--- config.mk ---
export PLATFORM = sky130hd
export DESIGN_NAME = pitch_complementary_filter_core
export DESIGN_NICKNAME = d
export VERILOG_FILES = /design/src/hdl/pcf_pkg.sv /design/src/hdl/pcf_serial_mul.sv /design/src/hdl/pitch_complementary_filter_core.sv
export SDC_FILE = /design/constraint.sdc
export NUM_CORES = 2
export LEC_CHECK = 0
export ABC_AREA = 1
export BUFFER_PORTS_ARGS = -buffer_cell sky130_fd_sc_hd__buf_4
export CORE_ASPECT_RATIO = 1.75
export CORE_MARGIN = 2
export CORE_UTILIZATION = 55
export DETAILED_ROUTE_END_ITERATION = 12
export PLACE_DENSITY = 0.72
export SYNTH_ARGS = -nofsm -noshare
export SYNTH_HDL_FRONTEND = slang
export SYNTH_SLANG_ARGS = --single-unit
--- constraint.sdc ---
create_clock -name i_clk -period 11.61 [get_ports i_clk]
set_clock_uncertainty 0.15 [all_clocks]
set_input_delay 1.7415 -clock i_clk [delete_from_list [all_inputs] [get_ports i_clk]]
set_output_delay 1.7415 -clock i_clk [all_outputs]
set_load 0.01 [all_outputs]
--- src/hdl/pcf_pkg.sv ---
// Package for the pitch complementary filter: payload structs, CORDIC table, sizes.
// No dependencies.
`default_nettype none
package pcf_pkg;
    localparam int CordicSteps = 16;
    localparam int StepW       = 5;

    typedef struct packed {
        logic signed [15:0] accel_x;
        logic signed [15:0] accel_y;
        logic signed [15:0] accel_z;
        logic [9:0]         gyro_sample;
        logic               restart;
    } t_in_item;

    typedef struct packed {
        logic signed [31:0] pitch;
        logic               ready_res;
        logic               accel_valid;
    } t_out_item;

    typedef enum logic [3:0] {
        ST_IDLE, ST_SQX, ST_SQZ, ST_ROOT, ST_CORD, ST_DIV, ST_GMUL,
        ST_GINC, ST_BMUL, ST_BADD, ST_OUT
    } t_state;

    localparam logic [1:0] REG_WEIGHT = 2'd0;
    localparam logic [1:0] REG_SCALE  = 2'd1;
    localparam logic [1:0] REG_AVG    = 2'd2;

    // Rounded atan(2^-i) in Q16.16 degrees
    function automatic logic [21:0] atan_tab(input logic [StepW-1:0] i);
        logic [21:0] r;
        begin
            case (i)
                5'd0: r = 22'd2949120;  5'd1: r = 22'd1740967;
                5'd2: r = 22'd919879;   5'd3: r = 22'd466945;
                5'd4: r = 22'd234379;   5'd5: r = 22'd117304;
                5'd6: r = 22'd58666;    5'd7: r = 22'd29335;
                5'd8: r = 22'd14668;    5'd9: r = 22'd7334;
                5'd10: r = 22'd3667;    5'd11: r = 22'd1833;
                5'd12: r = 22'd917;     5'd13: r = 22'd458;
                5'd14: r = 22'd229;     5'd15: r = 22'd115;
                5'd16: r = 22'd57;      5'd17: r = 22'd29;
                5'd18: r = 22'd14;      5'd19: r = 22'd7;
                5'd20: r = 22'd4;       5'd21: r = 22'd2;
                5'd22: r = 22'd1;       default: r = 22'd0;
            endcase
            return r;
        end
    endfunction
endpackage
`default_nettype wire

--- src/hdl/pcf_serial_mul.sv ---
// Bit-serial shift-and-add multiplier: signed 36-bit multiplicand, unsigned 24-bit multiplier.
// Depends on pcf_pkg.
`default_nettype none
module pcf_serial_mul
    import pcf_pkg::*;
(
    input  wire logic               i_clk,
    input  wire logic               i_rst_n,
    input  wire logic               i_start,
    input  wire logic signed [35:0] i_a,
    input  wire logic [23:0]        i_b,
    output logic                    o_done,
    output logic signed [63:0]      o_p
);
    logic [4:0]         r_cnt, n_cnt;
    logic               r_busy, n_busy;
    logic signed [63:0] r_acc, n_acc;
    logic signed [63:0] r_a, n_a;
    logic [23:0]        r_b, n_b;

    // Add one shifted multiplicand per multiplier bit
    always_comb begin
        n_cnt = r_cnt; n_busy = r_busy; n_acc = r_acc; n_a = r_a; n_b = r_b;
        o_done = 1'b0;
        if (i_start) begin
            n_busy = 1'b1; n_cnt = 5'd0; n_acc = '0;
            n_a = 64'(i_a); n_b = i_b;
        end else if (r_busy) begin
            if (r_b[0]) n_acc = r_acc + r_a;
            n_a = r_a <<< 1;
            n_b = r_b >> 1;
            n_cnt = r_cnt + 5'd1;
            if (r_cnt == 5'd23) begin
                n_busy = 1'b0;
                o_done = 1'b1;
            end
        end
    end

    assign o_p = n_acc;

    always_ff @(posedge i_clk) begin
        if (!i_rst_n) begin
            r_busy <= 1'b0; r_cnt <= '0;
        end else begin
            r_busy <= n_busy; r_cnt <= n_cnt;
        end
        r_acc <= n_acc; r_a <= n_a; r_b <= n_b;
    end
endmodule
`default_nettype wire

--- src/hdl/pitch_complementary_filter_core.sv ---
// Top level of the pitch complementary filter: APB registers, sequencer, serial datapath.
// Depends on pcf_pkg and pcf_serial_mul.
//
// Usage: one input item per sensor tick on i_in_* (valid/ready); one result item on
// o_out_* per input item. Registers are to be written over the APB port while no item is
// in work; the core does not enforce this. One item is in work at a time; o_in_ready is
// high only while the sequencer is idle. An initialising tick updates the gyro sum and
// runs a 26-step bias division. A filtering tick runs two serial squares, a 24-step
// square root, a 16-step CORDIC, a serial gyro product and the pitch update; when the
// accelerometer pitch is defined, two serial blend products follow. The products use
// the shift-and-add multiplier and the root works on bit pairs of the radicand.
// The result waits in an output register and the next item may be taken meanwhile;
// a stalled receiver holds the sequencer in its output state once the next result
// is ready. Reset clears the filter state and loads the register defaults.
`default_nettype none
module pitch_complementary_filter_core
    import pcf_pkg::*;
(
    input  wire logic        i_clk,
    input  wire logic        i_rst_n,
    input  wire logic        i_in_valid,
    output logic             o_in_ready,
    input  wire t_in_item    i_in_data,
    output logic             o_out_valid,
    input  wire logic        i_out_ready,
    output t_out_item        o_out_data,
    input  wire logic        psel,
    input  wire logic        penable,
    input  wire logic        pwrite,
    input  wire logic [3:0]  paddr,
    input  wire logic [31:0] pwdata,
    output logic [31:0]      prdata,
    output logic             pready
);
    // Configuration registers
    logic [15:0] r_weight;
    logic [23:0] r_scale;
    logic [15:0] r_avg;
    logic [1:0]  w_idx;
    assign w_idx  = paddr[3:2];
    assign pready = 1'b1;

    always_ff @(posedge i_clk) begin
        if (!i_rst_n) begin
            r_weight <= 16'd328; r_scale <= 24'd117029; r_avg <= 16'd200;
        end else if (psel && penable && pwrite) begin
            unique case (w_idx)
                REG_WEIGHT: r_weight <= pwdata[15:0];
                REG_SCALE:  r_scale  <= pwdata[23:0];
                REG_AVG:    r_avg    <= pwdata[15:0];
                default:    ;
            endcase
        end
    end

    always_comb begin
        unique case (w_idx)
            REG_WEIGHT: prdata = {16'd0, r_weight};
            REG_SCALE:  prdata = {8'd0, r_scale};
            REG_AVG:    prdata = {16'd0, r_avg};
            default:    prdata = '0;
        endcase
    end

    // Filter state and working registers
    t_state             r_st, n_st;
    logic [4:0]         r_k, n_k;
    logic signed [31:0] r_pitch;
    logic               r_init;
    logic [15:0]        r_cnt;
    logic [25:0]        r_sum;
    logic [9:0]         r_bias;
    t_in_item           r_in;
    logic               r_valid;
    logic [31:0]        r_sq;
    logic [47:0]        r_rad;   // radicand, shifted out two bits per step
    logic [24:0]        r_rem;
    logic [23:0]        r_root;
    logic signed [27:0] r_cx, r_cy;
    logic signed [31:0] r_z;
    logic [25:0]        r_q;
    logic [15:0]        r_dr;
    logic signed [63:0] r_mix;
    t_out_item          r_out;
    logic               r_ov;

    // Serial multiplier shared by squares, gyro and blend
    logic               m_start, m_done;
    logic signed [35:0] m_a;
    logic [23:0]        m_b;
    logic signed [63:0] m_p;

    pcf_serial_mul u_mul (
        .i_clk(i_clk), .i_rst_n(i_rst_n), .i_start(m_start),
        .i_a(m_a), .i_b(m_b), .o_done(m_done), .o_p(m_p)
    );

    logic signed [16:0] ax_abs, az_abs;
    assign ax_abs = r_in.accel_x[15] ? -17'(r_in.accel_x) : 17'(r_in.accel_x);
    assign az_abs = r_in.accel_z[15] ? -17'(r_in.accel_z) : 17'(r_in.accel_z);

    logic signed [16:0] num;
    assign num = -17'(r_in.accel_y);

    logic signed [10:0] rate;
    assign rate = signed'({1'b0, r_in.gyro_sample}) - signed'({1'b0, r_bias});

    // Initialising tick: count and sum, cleared first on restart
    logic [15:0] cnt_base;
    logic [25:0] sum_base;
    logic [25:0] sum_nx;
    assign cnt_base = i_in_data.restart ? 16'd0 : r_cnt;
    assign sum_base = i_in_data.restart ? 26'd0 : r_sum;
    assign sum_nx   = sum_base + 26'(i_in_data.gyro_sample);

    // Root step: one bit pair of the radicand per cycle
    logic [26:0] rem_sh;
    logic [26:0] trial;
    logic        root_bit;
    logic [23:0] root_nx;
    logic [24:0] rem_nx;
    assign rem_sh   = {r_rem, r_rad[47:46]};
    assign trial    = {1'b0, r_root, 2'b01};
    assign root_bit = rem_sh >= trial;
    assign root_nx  = {r_root[22:0], root_bit};
    assign rem_nx   = root_bit ? 25'(rem_sh - trial) : rem_sh[24:0];

    // CORDIC step terms
    logic signed [27:0] cx_sh, cy_sh;
    logic signed [31:0] atan_step;
    assign cx_sh     = r_cx >>> r_k;
    assign cy_sh     = r_cy >>> r_k;
    assign atan_step = signed'(32'(atan_tab(r_k)));

    // Divider step: one quotient bit per cycle
    logic [16:0] dv_sh;
    logic        dv_bit;
    assign dv_sh  = {r_dr, r_q[25]};
    assign dv_bit = dv_sh >= {1'b0, r_cnt};

    // Gyro increment with rounding and the 180-degree limit
    logic signed [63:0] inc;
    logic signed [63:0] psum;
    logic               inc_ok;
    assign inc    = (r_mix + 64'sd128) >>> 8;
    assign inc_ok = (inc <= 64'sd11796480) && (inc >= -64'sd11796480);
    assign psum   = 64'(r_pitch) + inc;

    logic signed [63:0] blend;
    assign blend = (r_mix + m_p + 64'sd32768) >>> 16;

    function automatic logic signed [31:0] sat(input logic signed [63:0] v);
        begin
            if (v > 64'sd2147483647) return 32'sh7fffffff;
            if (v < -64'sd2147483648) return 32'sh80000000;
            return v[31:0];
        end
    endfunction

    logic out_load;
    assign out_load    = (r_st == ST_OUT) && (!r_ov || i_out_ready);
    assign o_in_ready  = (r_st == ST_IDLE);
    assign o_out_valid = r_ov;
    assign o_out_data  = r_out;

    // Sequencer: next state, step count and multiplier start
    always_comb begin
        n_st = r_st; n_k = r_k; m_start = 1'b0; m_a = '0; m_b = '0;
        unique case (r_st)
            ST_IDLE: if (i_in_valid) begin
                n_st = (!r_init || i_in_data.restart) ? ST_DIV : ST_SQX;
                n_k  = '0;
            end
            ST_SQX: if (r_k == 5'd0) begin
                m_start = 1'b1; m_a = 36'(ax_abs); m_b = 24'(ax_abs); n_k = 5'd1;
            end else if (m_done) begin
                n_st = ST_SQZ; n_k = '0;
            end
            ST_SQZ: if (r_k == 5'd0) begin
                m_start = 1'b1; m_a = 36'(az_abs); m_b = 24'(az_abs); n_k = 5'd1;
            end else if (m_done) begin
                n_st = ST_ROOT; n_k = '0;
            end
            ST_ROOT: if (r_k == 5'd23) begin
                n_st = ST_CORD; n_k = '0;
            end else begin
                n_k = r_k + 5'd1;
            end
            ST_CORD: if (r_k == 5'(CordicSteps - 1)) begin
                n_st = ST_GMUL; n_k = '0;
            end else begin
                n_k = r_k + 5'd1;
            end
            ST_DIV: if (r_k == 5'd26) begin
                n_st = ST_OUT; n_k = '0;
            end else begin
                n_k = r_k + 5'd1;
            end
            ST_GMUL: if (r_k == 5'd0) begin
                m_start = 1'b1; m_a = 36'(rate); m_b = r_scale; n_k = 5'd1;
            end else if (m_done) begin
                n_st = ST_GINC; n_k = '0;
            end
            ST_GINC: begin
                n_st = r_valid ? ST_BMUL : ST_OUT; n_k = '0;
            end
            ST_BMUL: if (r_k == 5'd0) begin
                m_start = 1'b1; m_a = 36'(r_z); m_b = 24'(r_weight); n_k = 5'd1;
            end else if (m_done) begin
                n_st = ST_BADD; n_k = '0;
            end
            ST_BADD: if (r_k == 5'd0) begin
                m_start = 1'b1; m_a = 36'(r_pitch);
                m_b = 24'(17'h10000 - 17'(r_weight)); n_k = 5'd1;
            end else if (m_done) begin
                n_st = ST_OUT; n_k = '0;
            end
            ST_OUT: if (!r_ov || i_out_ready) n_st = ST_IDLE;
            default: n_st = ST_IDLE;
        endcase
    end

    always_ff @(posedge i_clk) begin
        if (!i_rst_n) begin
            r_st <= ST_IDLE; r_k <= '0;
        end else begin
            r_st <= n_st; r_k <= n_k;
        end
    end

    // Filter state: init bookkeeping, bias and pitch
    always_ff @(posedge i_clk) begin
        if (!i_rst_n) begin
            r_pitch <= '0; r_init <= 1'b0; r_cnt <= '0; r_sum <= '0; r_bias <= '0;
        end else begin
            case (r_st)
                ST_IDLE: if (i_in_valid) begin
                    if (i_in_data.restart) begin
                        r_init <= 1'b0; r_bias <= '0;
                    end
                    if (!r_init || i_in_data.restart) begin
                        r_cnt   <= (cnt_base != 16'hffff) ? cnt_base + 16'd1 : cnt_base;
                        r_sum   <= sum_nx;
                        r_pitch <= '0;
                    end
                end
                ST_DIV: if (r_k == 5'd26 && r_cnt >= r_avg) begin
                    r_bias <= r_q[9:0]; r_init <= 1'b1;
                end
                ST_GINC: if (inc_ok) r_pitch <= sat(psum);
                ST_BADD: if (m_done) r_pitch <= sat(blend);
                default: ;
            endcase
        end
    end

    // Working datapath: squares, root, CORDIC, division, products
    always_ff @(posedge i_clk) begin
        case (r_st)
            ST_IDLE: if (i_in_valid) begin
                r_in <= i_in_data; r_valid <= 1'b0;
                r_q <= sum_nx; r_dr <= '0;
            end
            ST_SQX: if (m_done) r_sq <= m_p[31:0];
            ST_SQZ: if (m_done) begin
                r_rad <= {r_sq + m_p[31:0], 16'd0};
                r_rem <= '0; r_root <= '0;
            end
            ST_ROOT: begin
                r_rad  <= {r_rad[45:0], 2'b00};
                r_rem  <= rem_nx;
                r_root <= root_nx;
                if (r_k == 5'd23) begin
                    // Load the vector for CORDIC and flag a defined angle
                    r_cx    <= 28'(root_nx);
                    r_cy    <= 28'(num) <<< 8;
                    r_z     <= '0;
                    r_valid <= (num != 17'sd0) || (root_nx != 24'd0);
                end
            end
            ST_CORD: if (r_cy >= 28'sd0) begin
                r_cx <= r_cx + cy_sh;
                r_cy <= r_cy - cx_sh;
                r_z  <= r_z + atan_step;
            end else begin
                r_cx <= r_cx - cy_sh;
                r_cy <= r_cy + cx_sh;
                r_z  <= r_z - atan_step;
            end
            ST_DIV: if (r_k != 5'd26) begin
                r_dr <= dv_bit ? 16'(dv_sh - {1'b0, r_cnt}) : dv_sh[15:0];
                r_q  <= {r_q[24:0], dv_bit};
            end
            ST_GMUL: if (m_done) r_mix <= m_p;
            ST_BMUL: if (m_done) r_mix <= m_p;
            default: ;
        endcase
    end

    // Output register: load when free or being taken, drop when taken
    always_ff @(posedge i_clk) begin
        if (!i_rst_n) begin
            r_ov <= 1'b0;
        end else if (out_load) begin
            r_ov <= 1'b1;
        end else if (i_out_ready) begin
            r_ov <= 1'b0;
        end
    end

    always_ff @(posedge i_clk) begin
        if (out_load) begin
            r_out.pitch       <= r_pitch;
            r_out.ready_res   <= r_init;
            r_out.accel_valid <= r_valid;
        end
    end
endmodule
`default_nettype wire
==> results.json <==
{
  "whs_path_depth": 2,
  "die_area_sq_mm": 0.112,
  "nNetsFinal": 9181,
  "rsz0062_at_grt": "no",
  "cpPeakStageDelay_ns": 1.11,
  "synth_area_per_cell_sq_um": 7.02,
  "setup.worst_path.start": "u_mul.r_a[0]",
  "die_h_um": 441,
  "htreeDepth": 3,
  "dp_hpwl_um": 177000,
  "cts_resized": 0,
  "worst_path_max_delay_cell": "o21ai_0",
  "status": "finished with violations",
  "vias_per_cell": 5.84,
  "min_path_type": "flip-flop to flip-flop",
  "die_w_um": 254,
  "fin_util_pct": 59.9,
  "startpoint_type": "flip-flop",
  "synth_cells": 8549,
  "initial_core_util_pct": 55.3,
  "reg2reg_from": "u_mul.r_a[0]",
  "fmaxAchievable_mhz": 123,
  "ys_top_cells_by_area": "edfxtp_1, nand2_1, ha_1",
  "ys_seq_area_share_pct": 32.5,
  "cap_violations": 1,
  "fin_tns_setup_ns": 0,
  "cts_buffers": 74,
  "multi_input_area_sq_mm": 0.0353,
  "period_share_pct": 69.8,
  "grt_overflow": 0,
  "r2r_slack_ns": 3.50,
  "cp_max_fo": 31,
  "insertion_delay_ns": 0.71,
  "area_growth_pct": 8.33,
  "setup_viol": 0,
  "relSlewSlack_pct": -2.42,
  "worstSetupEndpointType": "flip-flop",
  "r2r.worst_path.cells": 37,
  "ant_nets": 0,
  "fin_crit_ns": 8.11,
  "critPathRequiredTime_ns": 12.09,
  "wirelength_um": 226000,
  "synth_ff_type": "edfxtp_1",
  "drc": 0,
  "leakage_nw": 29.3,
  "ys_warn_count": 0,
  "post_cts_buffers": 0,
  "crit_end": "r_pitch[15]",
  "wl_per_cell_um": 22.3,
  "drtIter0Drc": 4549,
  "clk_pin_slew_ns": 0.06,
  "dr.pass1.iters": 6,
  "violations": "capacitance limit, slew limit",
  "hold_viol": 0,
  "clock_sinks": 731,
  "coreArea_sq_mm": 0.109,
  "worst-setup-path-type": "flip-flop to flip-flop",
  "ys_ff_latch": 731,
  "worst_slack_ns": 3.50,
  "holdBufCountCts": 0,
  "drive_gt1_share_pct": 5.63,
  "gp_congestion": 1.08,
  "slew_viol_final": 4,
  "synth-edff-count": 488,
  "regArea_sq_mm": 0.0195,
  "worstMarginPinSlew_ns": 1.53,
  "regToRegEndpoint": "r_pitch[15]",
  "clockBufferDepth": 3,
  "portBuffers": 151,
  "grt_pass1_wl_um": 334000,
  "ir_drop_mv": 0.263,
  "track_usage_pct": 40.0,
  "fillCellCount": 10557,
  "dpl_worst_slack_ns": 4.23,
  "top_level_ports": 171,
  "synth_largest_area_cell": "edfxtp_1",
  "async_reset_ff_share_pct": 0,
  "arrival_ns": 8.59,
  "ys_types": 76,
  "p_total_mw": 18.7,
  "powerDensity_mw_per_mm2": 288,
  "cpMostUsedCell": "nand2_1",
  "yosysTopAreaCellShare_pct": 24.4,
  "root_buffer": "clkbuf_16",
  "antenna_found_initial": 14,
  "first_global_vias": 58291,
  "cts_tree": "done",
  "hold_ws_ns": 0.313,
  "syn_area_sq_mm": 0.0600,
  "vias": 59273,
  "num_rows": 160,
  "grt_max_degree": 110
}
-- flip-flops by register name (all words and copies together), names as in the netlist, 22 cells and up --
| name | count |
|---|---|
| atan_step | 22 |
| o_out_data | 34 |
| r_cx | 28 |
| r_cy | 28 |
| r_in | 58 |
| r_mix | 64 |
| r_pitch | 32 |
| r_q | 26 |
| r_rad | 32 |
| r_rem | 25 |
| r_root | 24 |
| r_scale | 24 |
| r_sq | 32 |
| r_sum | 26 |
| r_z | 32 |
| u_mul.r_a | 64 |
| u_mul.r_acc | 64 |
| u_mul.r_b | 24 |
-- cell families (layout without fill, tap and decap cells) --
logic type	Yosys count	count (layout)	share of synthesized area (%)
simple gates	3779	3779	25.8
compound gates	1864	1864	17.7
buf+inv	1351	1469	8.88
flops	731	731	32.5
fa+ha+maj	467	467	9.85
xor+xnor	336	336	4.92
mux	19	19	0.317
other cells	2	20	0.0125
-- worst min path at each step --
stage,from,endpoint,slack [ns]
2_1_floorplan,r_valid,o_out_data[0],0.28
3_3_place_gp,r_sum[0],r_sum[0],0.29
3_5_place_dp,r_sum[2],r_sum[2],0.30
4_1_cts,r_sum[2],r_sum[2],0.31
5_1_grt,r_sum[2],r_sum[2],0.35
6_report,r_sum[2],r_sum[2],0.31
-- synthesized netlist by cell type (19+ instances only) --
cell and count:
nand3b_1 20, buf_1 20, xor2_1 222, nor3_1 137, xnor2_1 113, ha_1 458
a21boi_0 25, a21oi_1 730, o22ai_1 25, o221ai_1 36, inv_2 22, o21a_1 27
buf_2 31, dfxtp_1 243, mux2i_1 19, a22oi_1 19, nor4_1 41, a21o_1 39
nand3_1 340, o21ai_1 104, buf_6 19, a21oi_2 29, a31oi_1 62, clkbuf_1 139
nor2_1 951, nand4_1 74, edfxtp_1 488, o21bai_1 33, nand2_1 2113, inv_1 1092
o211ai_1 83, or2_2 40, o21ai_0 557
-- where the power goes --
part,total [mW],leakage (nW),switching (mW),internal [mW]
clock network,2.57,1.24,1.16,1.42
logic,11.9,21.5,8.18,3.71
registers,4.25,6.54,0.515,3.73
total,18.7,29.3,9.85,8.86
-- layer usage --
metal,wire length (um),vias up,track usage [%],share of wire (%)
met3,14600,1002,7.73,6.4
met1,75600,27214,38.6,33
li1,-,28765,-,-
met5,148,-,0.659,0.066
met2,108000,2284,68.9,48
met4,27500,8,41.9,12
-- critical path, delay by kind of cell, from the launching register on --
family                     cells  cell delay (ns)
xor gates and xnor gates       1             0.15
buffers and inverters          4             0.40
adders and majority gates      4             1.12
and+or+nand+nor               20             3.23
AOI/OAI and AO/OA              8             2.58
DFF                            1             0.38
-- layout by cell type, fill, tap and decap left out, types with 13 or more instances in the layout --
cell,n
o221ai_1,36
ha_1,458
or2_2,40
clkbuf_1,13
o22ai_1,25
a31oi_1,62
nand2_2,13
nor2_1,942
a22oi_1,19
nand4_1,74
clkbuf_16,76
inv_1,1091
edfxtp_1,488
o21a_1,27
a211oi_1,16
nand3_1,340
mux2i_1,19
xnor2_1,113
a21o_1,39
nand3b_1,20
a21oi_2,29
a21boi_0,25
a221oi_1,16
o211ai_1,83
a21oi_1,729
xor2_1,222
o21bai_1,33
clkinv_1,14
nand2_1,2110
o21ai_1,106
buf_4,206
nor4_1,41
inv_2,23
dfxtp_1,242
nor3_1,137
o21ai_0,553
-- area by class of cell --
cell class	instances	area share, %
diodes	11	0.0424
clock buffers	98	3.19
clock inverters	40	0.726
inverters	1125	6.51
multi-input cells	6474	54.3
flip-flops and latches	731	30.0
well taps	1458	2.81
repair buffers	206	2.38
-- per-stage QoR --
stage | instance area [sq um] | cells
after floorplan | 60000 | 8556
after global placement | 62400 | 9994
after detailed placement | 62400 | 9994
after CTS | 65000 | 10132
after global routing | 65000 | 10139
final | 65000 | 10143
Note: power is estimated with default switching activity, not from simulation.
